--- src/hdl/xmsx_pkg.sv ---
`default_nettype none

package xmsx_pkg;

  localparam logic [63:0] MIX_MULT    = 64'hcdb32970830fcaa1;
  localparam logic [31:0] MIX_MULT_LO = MIX_MULT[31:0];
  localparam logic [31:0] MIX_MULT_HI = MIX_MULT[63:32];
  localparam int unsigned FOLD_SHIFT  = 32;
  localparam int unsigned FINAL_SHIFT = 47;

  localparam logic FUNC_BEGIN = 1'b0;
  localparam logic FUNC_DATA  = 1'b1;

  localparam logic CFG_SEED = 1'b0;
  localparam logic CFG_SWAP = 1'b1;

  typedef enum logic [2:0] {
    STEP_NONE,
    STEP_M0,
    STEP_M1,
    STEP_M2,
    STEP_FOLD
  } step_t;

  typedef struct packed {
    logic  ld_begin;
    logic  ld_data;
    logic  ld_final;
    logic  ld_out;
    step_t step;
  } cmd_t;

  typedef struct packed {
    logic left_zero;
  } status_t;

endpackage

`default_nettype wire

--- src/hdl/xmsx_in_if.sv ---
`default_nettype none

interface xmsx_in_if;
  logic        valid;
  logic        ready;
  logic        func;
  logic [31:0] msg_len;
  logic [31:0] data_word;

  modport source (output valid, output func, output msg_len, output data_word, input ready);
  modport sink (input valid, input func, input msg_len, input data_word, output ready);
endinterface

`default_nettype wire

--- src/hdl/xmsx_out_if.sv ---
`default_nettype none

interface xmsx_out_if;
  logic        valid;
  logic        ready;
  logic [31:0] hash_value;

  modport source (output valid, output hash_value, input ready);
  modport sink (input valid, input hash_value, output ready);
endinterface

`default_nettype wire

--- src/hdl/xmsx_dp.sv ---
`default_nettype none

module xmsx_dp (
  input  wire logic             clk,
  input  wire logic             rst_n,
  input  wire logic             cfg_we,
  input  wire logic             cfg_index,
  input  wire logic [31:0]      cfg_wdata,
  input  wire logic [31:0]      in_msg_len,
  input  wire logic [31:0]      in_data_word,
  input  wire xmsx_pkg::cmd_t   cmd,
  output xmsx_pkg::status_t     sts,
  output logic [31:0]           hash_value
);

  logic [31:0] seed_r;
  logic        swap_r;
  logic [63:0] h_r;
  logic [63:0] h_nxt;
  logic [31:0] left_r;
  logic [31:0] left_nxt;
  logic [63:0] acc_r;
  logic [63:0] acc_nxt;
  logic [63:0] prod_r;
  logic [31:0] hash_r;
  logic [31:0] hash_nxt;

  logic [31:0] mul_a;
  logic [31:0] mul_b;
  logic [63:0] mul_p;
  logic [31:0] word_sw;
  logic [31:0] word_m;
  logic        left_lt4;
  logic [63:0] sum;

  assign word_sw  = swap_r ? {in_data_word[7:0], in_data_word[15:8],
                              in_data_word[23:16], in_data_word[31:24]}
                           : in_data_word;
  assign left_lt4 = (left_r[31:2] == 30'd0);
  assign sum      = acc_r + {prod_r[31:0], 32'd0};
  assign mul_p    = mul_a * mul_b;

  always_comb begin
    word_m = word_sw;
    if (left_lt4) begin
      case (left_r[1:0])
        2'd1:    word_m = word_sw & 32'h0000_00FF;
        2'd2:    word_m = word_sw & 32'h0000_FFFF;
        2'd3:    word_m = word_sw & 32'h00FF_FFFF;
        default: word_m = word_sw;
      endcase
    end
  end

  always_comb begin
    mul_a = h_r[31:0];
    mul_b = xmsx_pkg::MIX_MULT_LO;
    case (cmd.step)
      xmsx_pkg::STEP_M1: mul_b = xmsx_pkg::MIX_MULT_HI;
      xmsx_pkg::STEP_M2: mul_a = h_r[63:32];
      default: begin
        mul_a = h_r[31:0];
        mul_b = xmsx_pkg::MIX_MULT_LO;
      end
    endcase
  end

  always_comb begin
    h_nxt    = h_r;
    left_nxt = left_r;
    acc_nxt  = acc_r;
    hash_nxt = hash_r;
    if (cmd.ld_begin) begin
      h_nxt    = {seed_r, seed_r} ^ {32'd0, in_msg_len};
      left_nxt = in_msg_len;
    end
    if (cmd.ld_data) begin
      h_nxt    = h_r ^ {32'd0, word_m};
      left_nxt = left_lt4 ? 32'd0 : left_r - 32'd4;
    end
    if (cmd.ld_final) begin
      h_nxt = h_r ^ 64'(h_r >> xmsx_pkg::FINAL_SHIFT);
    end
    if (cmd.ld_out) begin
      hash_nxt = h_r[31:0];
    end
    case (cmd.step)
      xmsx_pkg::STEP_M1:   acc_nxt = prod_r;
      xmsx_pkg::STEP_M2:   acc_nxt = {acc_r[63:32] + prod_r[31:0], acc_r[31:0]};
      xmsx_pkg::STEP_FOLD: h_nxt = sum ^ 64'(sum >> xmsx_pkg::FOLD_SHIFT);
      default:             acc_nxt = acc_r;
    endcase
  end

  always_ff @(posedge clk) begin
    if (!rst_n) begin
      seed_r <= 32'd0;
      swap_r <= 1'b0;
      left_r <= 32'd0;
    end else begin
      left_r <= left_nxt;
      if (cfg_we) begin
        unique case (cfg_index)
          xmsx_pkg::CFG_SEED: seed_r <= cfg_wdata;
          xmsx_pkg::CFG_SWAP: swap_r <= cfg_wdata[0];
        endcase
      end
    end
  end

  always_ff @(posedge clk) begin
    h_r    <= h_nxt;
    acc_r  <= acc_nxt;
    hash_r <= hash_nxt;
    if (cmd.step != xmsx_pkg::STEP_NONE) begin
      prod_r <= mul_p;
    end
  end

  assign sts.left_zero = (left_r == 32'd0);
  assign hash_value    = hash_r;

endmodule

`default_nettype wire

--- src/hdl/xmsx_ctrl.sv ---
`default_nettype none

module xmsx_ctrl (
  input  wire logic              clk,
  input  wire logic              rst_n,
  input  wire logic              in_valid,
  input  wire logic              in_func,
  output logic                   in_ready,
  output logic                   out_valid,
  input  wire logic              out_ready,
  input  wire xmsx_pkg::status_t sts,
  output xmsx_pkg::cmd_t         cmd
);

  typedef enum logic [2:0] {
    ST_IDLE,
    ST_M0,
    ST_M1,
    ST_M2,
    ST_FOLD,
    ST_LDFIN,
    ST_EMIT
  } state_t;

  state_t state_r;
  state_t state_nxt;
  logic   msg_open_r;
  logic   msg_open_nxt;
  logic   final_r;
  logic   final_nxt;
  logic   out_valid_r;
  logic   out_valid_nxt;

  always_comb begin
    state_nxt     = state_r;
    msg_open_nxt  = msg_open_r;
    final_nxt     = final_r;
    out_valid_nxt = out_valid_r;
    cmd           = '0;
    cmd.step      = xmsx_pkg::STEP_NONE;
    if (out_valid_r && out_ready) begin
      out_valid_nxt = 1'b0;
    end
    unique case (state_r)
      ST_IDLE: begin
        if (in_valid) begin
          if (in_func == xmsx_pkg::FUNC_BEGIN) begin
            cmd.ld_begin = 1'b1;
            msg_open_nxt = 1'b1;
            final_nxt    = 1'b0;
            state_nxt    = ST_M0;
          end else if (msg_open_r) begin
            cmd.ld_data = 1'b1;
            final_nxt   = 1'b0;
            state_nxt   = ST_M0;
          end
        end
      end
      ST_M0: begin
        cmd.step  = xmsx_pkg::STEP_M0;
        state_nxt = ST_M1;
      end
      ST_M1: begin
        cmd.step  = xmsx_pkg::STEP_M1;
        state_nxt = ST_M2;
      end
      ST_M2: begin
        cmd.step  = xmsx_pkg::STEP_M2;
        state_nxt = ST_FOLD;
      end
      ST_FOLD: begin
        cmd.step = xmsx_pkg::STEP_FOLD;
        if (final_r) begin
          state_nxt = ST_EMIT;
        end else if (sts.left_zero) begin
          state_nxt = ST_LDFIN;
        end else begin
          state_nxt = ST_IDLE;
        end
      end
      ST_LDFIN: begin
        cmd.ld_final = 1'b1;
        final_nxt    = 1'b1;
        state_nxt    = ST_M0;
      end
      ST_EMIT: begin
        if (!out_valid_r || out_ready) begin
          cmd.ld_out    = 1'b1;
          out_valid_nxt = 1'b1;
          msg_open_nxt  = 1'b0;
          state_nxt     = ST_IDLE;
        end
      end
    endcase
  end

  always_ff @(posedge clk) begin
    if (!rst_n) begin
      state_r     <= ST_IDLE;
      msg_open_r  <= 1'b0;
      final_r     <= 1'b0;
      out_valid_r <= 1'b0;
    end else begin
      state_r     <= state_nxt;
      msg_open_r  <= msg_open_nxt;
      final_r     <= final_nxt;
      out_valid_r <= out_valid_nxt;
    end
  end

  assign in_ready  = (state_r == ST_IDLE);
  assign out_valid = out_valid_r;

endmodule

`default_nettype wire

--- src/hdl/xor_multiply_shift_hash32_top.sv ---
// Streaming 32-bit multiply-xorshift message hash.
// An item on in_stream with func 0 opens a message and carries its byte length;
// items with func 1 carry a 32-bit word each, first byte in 7:0 (swap: 31:24).
// Data items that arrive with no message open are taken and dropped.
// When the last byte has been mixed, the 32-bit hash appears on out_stream.
// The configuration port writes the seed (index 0) and the byte swap enable
// (index 1); the user must write only while the block is idle (not enforced).
// Every round runs on one shared 32x32 multiplier in steps M0, M1 and M2 plus
// a fold step, and an item is taken only once the round before it has finished.
// The last word of a message, or a begin item of length zero, adds the final
// round: LDFIN applies the final xorshift, another round runs, and EMIT loads
// the result into the output register; the next item is taken after that.
// The result sits in an output register, so the next message is accepted
// while it waits; only a second result blocks until the first is taken.
// A synchronous reset (rst_n low) clears the configuration, closes any open
// message and drops an undelivered result.
`default_nettype none

module xor_multiply_shift_hash32_top (
  input  wire logic        clk,
  input  wire logic        rst_n,
  input  wire logic        cfg_we,
  input  wire logic        cfg_index,
  input  wire logic [31:0] cfg_wdata,
  xmsx_in_if.sink          in_stream,
  xmsx_out_if.source       out_stream
);

  xmsx_pkg::cmd_t    cmd;
  xmsx_pkg::status_t sts;

  xmsx_ctrl u_ctrl (
    .clk       (clk),
    .rst_n     (rst_n),
    .in_valid  (in_stream.valid),
    .in_func   (in_stream.func),
    .in_ready  (in_stream.ready),
    .out_valid (out_stream.valid),
    .out_ready (out_stream.ready),
    .sts       (sts),
    .cmd       (cmd)
  );

  xmsx_dp u_dp (
    .clk          (clk),
    .rst_n        (rst_n),
    .cfg_we       (cfg_we),
    .cfg_index    (cfg_index),
    .cfg_wdata    (cfg_wdata),
    .in_msg_len   (in_stream.msg_len),
    .in_data_word (in_stream.data_word),
    .cmd          (cmd),
    .sts          (sts),
    .hash_value   (out_stream.hash_value)
  );

endmodule

`default_nettype wire

--- src/flat_wrapper.sv ---
// flat-port wrapper written by rule: the top's interface ports become plain ports
module xor_multiply_shift_hash32_top_flat 
  (clk, rst_n, cfg_we, cfg_index, cfg_wdata, in_stream_valid, in_stream_func, in_stream_msg_len, in_stream_data_word, in_stream_ready, out_stream_valid, out_stream_hash_value, out_stream_ready);
  xmsx_in_if in_stream_i ();
  xmsx_out_if out_stream_i ();
  input  wire logic clk;
  input  wire logic rst_n;
  input  wire logic cfg_we;
  input  wire logic cfg_index;
  input  wire logic [31:0] cfg_wdata;
  input wire logic [$bits(in_stream_i.valid)-1:0] in_stream_valid;
  input wire logic [$bits(in_stream_i.func)-1:0] in_stream_func;
  input wire logic [$bits(in_stream_i.msg_len)-1:0] in_stream_msg_len;
  input wire logic [$bits(in_stream_i.data_word)-1:0] in_stream_data_word;
  output wire logic [$bits(in_stream_i.ready)-1:0] in_stream_ready;
  output wire logic [$bits(out_stream_i.valid)-1:0] out_stream_valid;
  output wire logic [$bits(out_stream_i.hash_value)-1:0] out_stream_hash_value;
  input wire logic [$bits(out_stream_i.ready)-1:0] out_stream_ready;
  assign in_stream_i.valid = in_stream_valid;
  assign in_stream_i.func = in_stream_func;
  assign in_stream_i.msg_len = in_stream_msg_len;
  assign in_stream_i.data_word = in_stream_data_word;
  assign in_stream_ready = in_stream_i.ready;
  assign out_stream_valid = out_stream_i.valid;
  assign out_stream_hash_value = out_stream_i.hash_value;
  assign out_stream_i.ready = out_stream_ready;
  xor_multiply_shift_hash32_top u_core (.clk(clk), .rst_n(rst_n), .cfg_we(cfg_we), .cfg_index(cfg_index), .cfg_wdata(cfg_wdata), .in_stream(in_stream_i), .out_stream(out_stream_i));
endmodule
--- config.mk ---
export PLATFORM = sky130hd
export DESIGN_NAME = xor_multiply_shift_hash32_top_flat
export DESIGN_NICKNAME = d
export VERILOG_FILES = /design/src/hdl/xmsx_pkg.sv /design/src/hdl/xmsx_in_if.sv /design/src/hdl/xmsx_out_if.sv /design/src/hdl/xmsx_dp.sv /design/src/hdl/xmsx_ctrl.sv /design/src/hdl/xor_multiply_shift_hash32_top.sv /design/src/flat_wrapper.sv
export SDC_FILE = /design/constraint.sdc
export NUM_CORES = 2
export LEC_CHECK = 0
export CORE_ASPECT_RATIO = 0.5
export CORE_UTILIZATION = 59
export CTS_CLUSTER_SIZE = 30
export DETAILED_ROUTE_END_ITERATION = 16
export DONT_BUFFER_PORTS = 1
export PLACE_DENSITY = 0.75
export SETUP_SLACK_MARGIN = 0.2
export SLEW_MARGIN = 20
export SYNTH_ARGS = -nofsm -noshare
export SYNTH_HDL_FRONTEND = slang
export SYNTH_HIERARCHICAL = 1
export SYNTH_SLANG_ARGS = --single-unit
--- constraint.sdc ---
create_clock -name clk -period 34.9 [get_ports clk]
set_input_delay 3.49 -clock clk [delete_from_list [all_inputs] [get_ports clk]]
set_output_delay 3.49 -clock clk [all_outputs]
set_load 0.02 [all_outputs]
==> flow_metrics.env <==
export IMPL_netlist_area_um2=38400
export IMPL_synth_area_mux_share_pct=1.952
export IMPL_cts_sinks=295
export IMPL_cp_arrival_ns=11.99
export IMPL_cp_num_buf_inv=9
export IMPL_worst_pin_slew_ns=1.258
export IMPL_yosysSeqAreaShare_pct=21.22
export IMPL_detailed_place_hpwl_um=104700
export IMPL_r2r_slack_ns=23.22
export IMPL_crit_required_ns=35.21
export IMPL_wl_met2_um=49450
export IMPL_hp_class="flop to flop"
export IMPL_drcViolationCount=0
export IMPL_postCtsSetupBuffers=0
export IMPL_detail_route_antenna_nets=0
export IMPL_h_tree_depth=1
export IMPL_grt_pass1_wl_um=183300
export IMPL_synth_ff_type="edfxtp_1"
export IMPL_rsz0062_at_grt="no"
export IMPL_synth_seq_cells=295
export IMPL_fillers=5300
export IMPL_synth_simple_area_share_pct=9.178
export IMPL_cts_resized=0
export IMPL_antenna_cells=0
export IMPL_num_rows=65
export IMPL_synth_top_family_by_area="adder cells"
export IMPL_synth_cells=3855
export IMPL_synthArstFlopShare_pct=0
export IMPL_slew_headroom_pct=13.75
export IMPL_drt_first_pass_iters=6
export IMPL_post_drt_wl_per_cell_um=26.02
export IMPL_met1Wirelength_um=54950
export IMPL_via_count=28290
export IMPL_via_per_inst=5.965
export IMPL_max_cap_violations=0
export IMPL_finalCritPeriodShare_pct=33.47
export IMPL_drt_wl_total_um=123400
export IMPL_die_area_um2=66180
export IMPL_grt_overflow=0
export IMPL_max_clock_path_buffers=3
export IMPL_die_w_um=362.8
export IMPL_clock_skew_ns=0.03620
export IMPL_dr_wl_met3_um=15680
export IMPL_cp_end_kind="flop"
export IMPL_slowest_stage="mux2i_2"
export IMPL_cts_tree="yes"
export IMPL_synth_compound_area_share_pct=9.324
export IMPL_grt_pass1_vias=28740
export IMPL_synth_fa_ha_area_share_pct=44.30
export IMPL_die_h_um=182.4
export IMPL_max_freq_mhz=85.62
export IMPL_hold_buffers=0
export IMPL_synthXorXnorAreaFrac_pct=4.493
export IMPL_synth_cell_types=79
export IMPL_io_pins=137
export IMPL_gp_congestion=1.053
export IMPL_synth_edf_count=224
export IMPL_synth_area_top_cells="fa_1 31%, edfxtp_1 18%, ha_1 14%"
export IMPL_maxSlewViolCount=0
export IMPL_cpPeakStageDelay_ns=0.92
export IMPL_area_growth_pct=5.623
export IMPL_highest_layer="met5"
export IMPL_path_common_cell="fa_1"
export IMPL_tns_ns=0
export IMPL_antenna_found_initial=3
export IMPL_cts_buffers=31
export IMPL_clkTransAtPathRegs_ns=0.06
export IMPL_synth_top_cell_by_area="fa_1"
export IMPL_grt_max_degree=65
export IMPL_finalNetCount=4957
export IMPL_crit_path_start_kind="flop"
export IMPL_drive_above_1_share_pct=4.314
export IMPL_core_area_um2=63680
export IMPL_crit_type="flop to flop"
export IMPL_ys_warn_count=6
export IMPL_fin_crit_ns=11.68
export IMPL_status="completed"
export IMPL_drtIter0Drc=3582
export IMPL_clkLatencyLatePin_ns=0.61
export IMPL_start_util_pct=60.31
export IMPL_cp_max_fo=53
export IMPL_hold_ws_ns=0.4954
export IMPL_fin_util_pct=63.70
export IMPL_setup_violations=0
export IMPL_hold_viol=0
export IMPL_netlist_area_leader_share_pct=30.65
export IMPL_syn_area_per_cell_um2=9.962
export IMPL_cts_root_buf="clkbuf_16"
export IMPL_crit_family="adder cells"
export IMPL_buffer_ports_inserted=0
export IMPL_grtUsageTotal_pct=37.93
-- cell usage after synthesis, types with 5 or more instances --
library cell    n
nand3_1        62
or3_1           5
a22oi_1        10
clkbuf_1      111
o21ai_1         7
mux2_2         15
and2_1         61
nor2_1        183
and4_1          5
mux2i_1        58
nand3b_1        6
o21bai_1        9
a211oi_1       12
nor4_1         14
a21boi_0       30
xnor2_1       105
nand4_1        16
nor3_1         34
a21oi_1       153
nand2b_1       15
fa_1          588
a41oi_1         5
o31ai_1         8
o211ai_1       13
xor2_1         92
nor2b_1        31
inv_1         831
a21o_1         48
o22ai_1        34
a221oi_1       10
buf_2           8
nand2_1       255
or2_2          34
dfxtp_1        71
a31oi_1        18
ha_1          419
o21a_1         13
edfxtp_1      224
buf_1           7
and3_1         12
o21ai_0       159
-- worst min-delay path, cell delays in order, from the launching register on --
cell and delay, ns:
dfxtp_1 0.33, nand2_1 0.06, a21oi_1 0.05
-- placed cells by master (no fill, tap or decap), types with 48 or more instances in the layout --
cell type	n
fa_1	588
and2_1	61
xor2_1	92
a21oi_1	153
inv_1	830
nor2_1	182
nand3_1	62
xnor2_1	105
ha_1	419
edfxtp_1	224
o21ai_0	158
conb_1	60
dfxtp_1	71
a21o_1	48
nand2_1	252
-- sequential cells by signal, indices dropped and copies added, names as in the netlist --
name	count
u_core/u_ctrl/final_r	1
u_core/u_ctrl/msg_open_r	1
u_core/u_ctrl/out_valid	1
u_core/u_ctrl/state_r	3
u_core/u_dp/acc_r	64
u_core/u_dp/h_r	64
u_core/u_dp/hash_value	32
u_core/u_dp/left_r	32
u_core/u_dp/prod_r	64
u_core/u_dp/seed_r	32
u_core/u_dp/swap_r	1
-- through the flow --
step,instances,instance area (µm²),setup WS (ns)
floorplan,3913,38620,23.72
global placement,4683,39430,23.09
detailed placement,4685,39490,23.45
CTS,4742,40550,23.39
global route,4742,40560,22.73
finish,4742,40560,23.22
-- cell families (layout without fill, tap and decap cells) --
family                   count (synthesis)  after routing
other                                    2             60
XOR/XNOR                               197            197
adder cells (fa/ha/maj)               1007           1007
buffers and inverters                  963            921
multiplexers                            73             73
flip-flops                             295            295
AND/OR/NAND/NOR                        746            746
AO/OA/AOI/OAI                          572            572
-- routing by layer --
metal / vias up / track usage (%)
met5: - / 0
met4: 4 / 8.709
met3: 194 / 11.78
met2: 1487 / 52.68
met1: 14280 / 57.59
li1: 12330 / -
-- layout make-up --
class	count	area, µm²	share of cell area, %
Multi-Input combinational cell	2655	26890	66.29
Sequential cell	295	8148	20.09
Inverter	831	3119	7.690
Tap cell	871	1090	2.687
Clock buffer	44	875.8	2.159
Timing Repair Buffer	33	255.2	0.6292
Clock inverter	13	187.7	0.4627
-- path summary, 6_finish.rpt --
path / startpoint / endpoint / depth (start not counted)
max: u_core/u_ctrl/state_r[2]$_SDFFE_PN0P_ / u_core/u_dp/prod_r[63]$_DFFE_PP_ / 33
max reg2reg: u_core/u_ctrl/state_r[2]$_SDFFE_PN0P_ / u_core/u_dp/prod_r[63]$_DFFE_PP_ / 33
min reg2reg: u_core/u_dp/seed_r[26]$_SDFFE_PN0P_ / u_core/u_dp/seed_r[26]$_SDFFE_PN0P_ / 2
min: u_core/u_dp/seed_r[26]$_SDFFE_PN0P_ / u_core/u_dp/seed_r[26]$_SDFFE_PN0P_ / 2
Power is left out: the tool's default activity adds up to more than one toggle a clock period on the data nets, which glitch-free logic cannot reach.
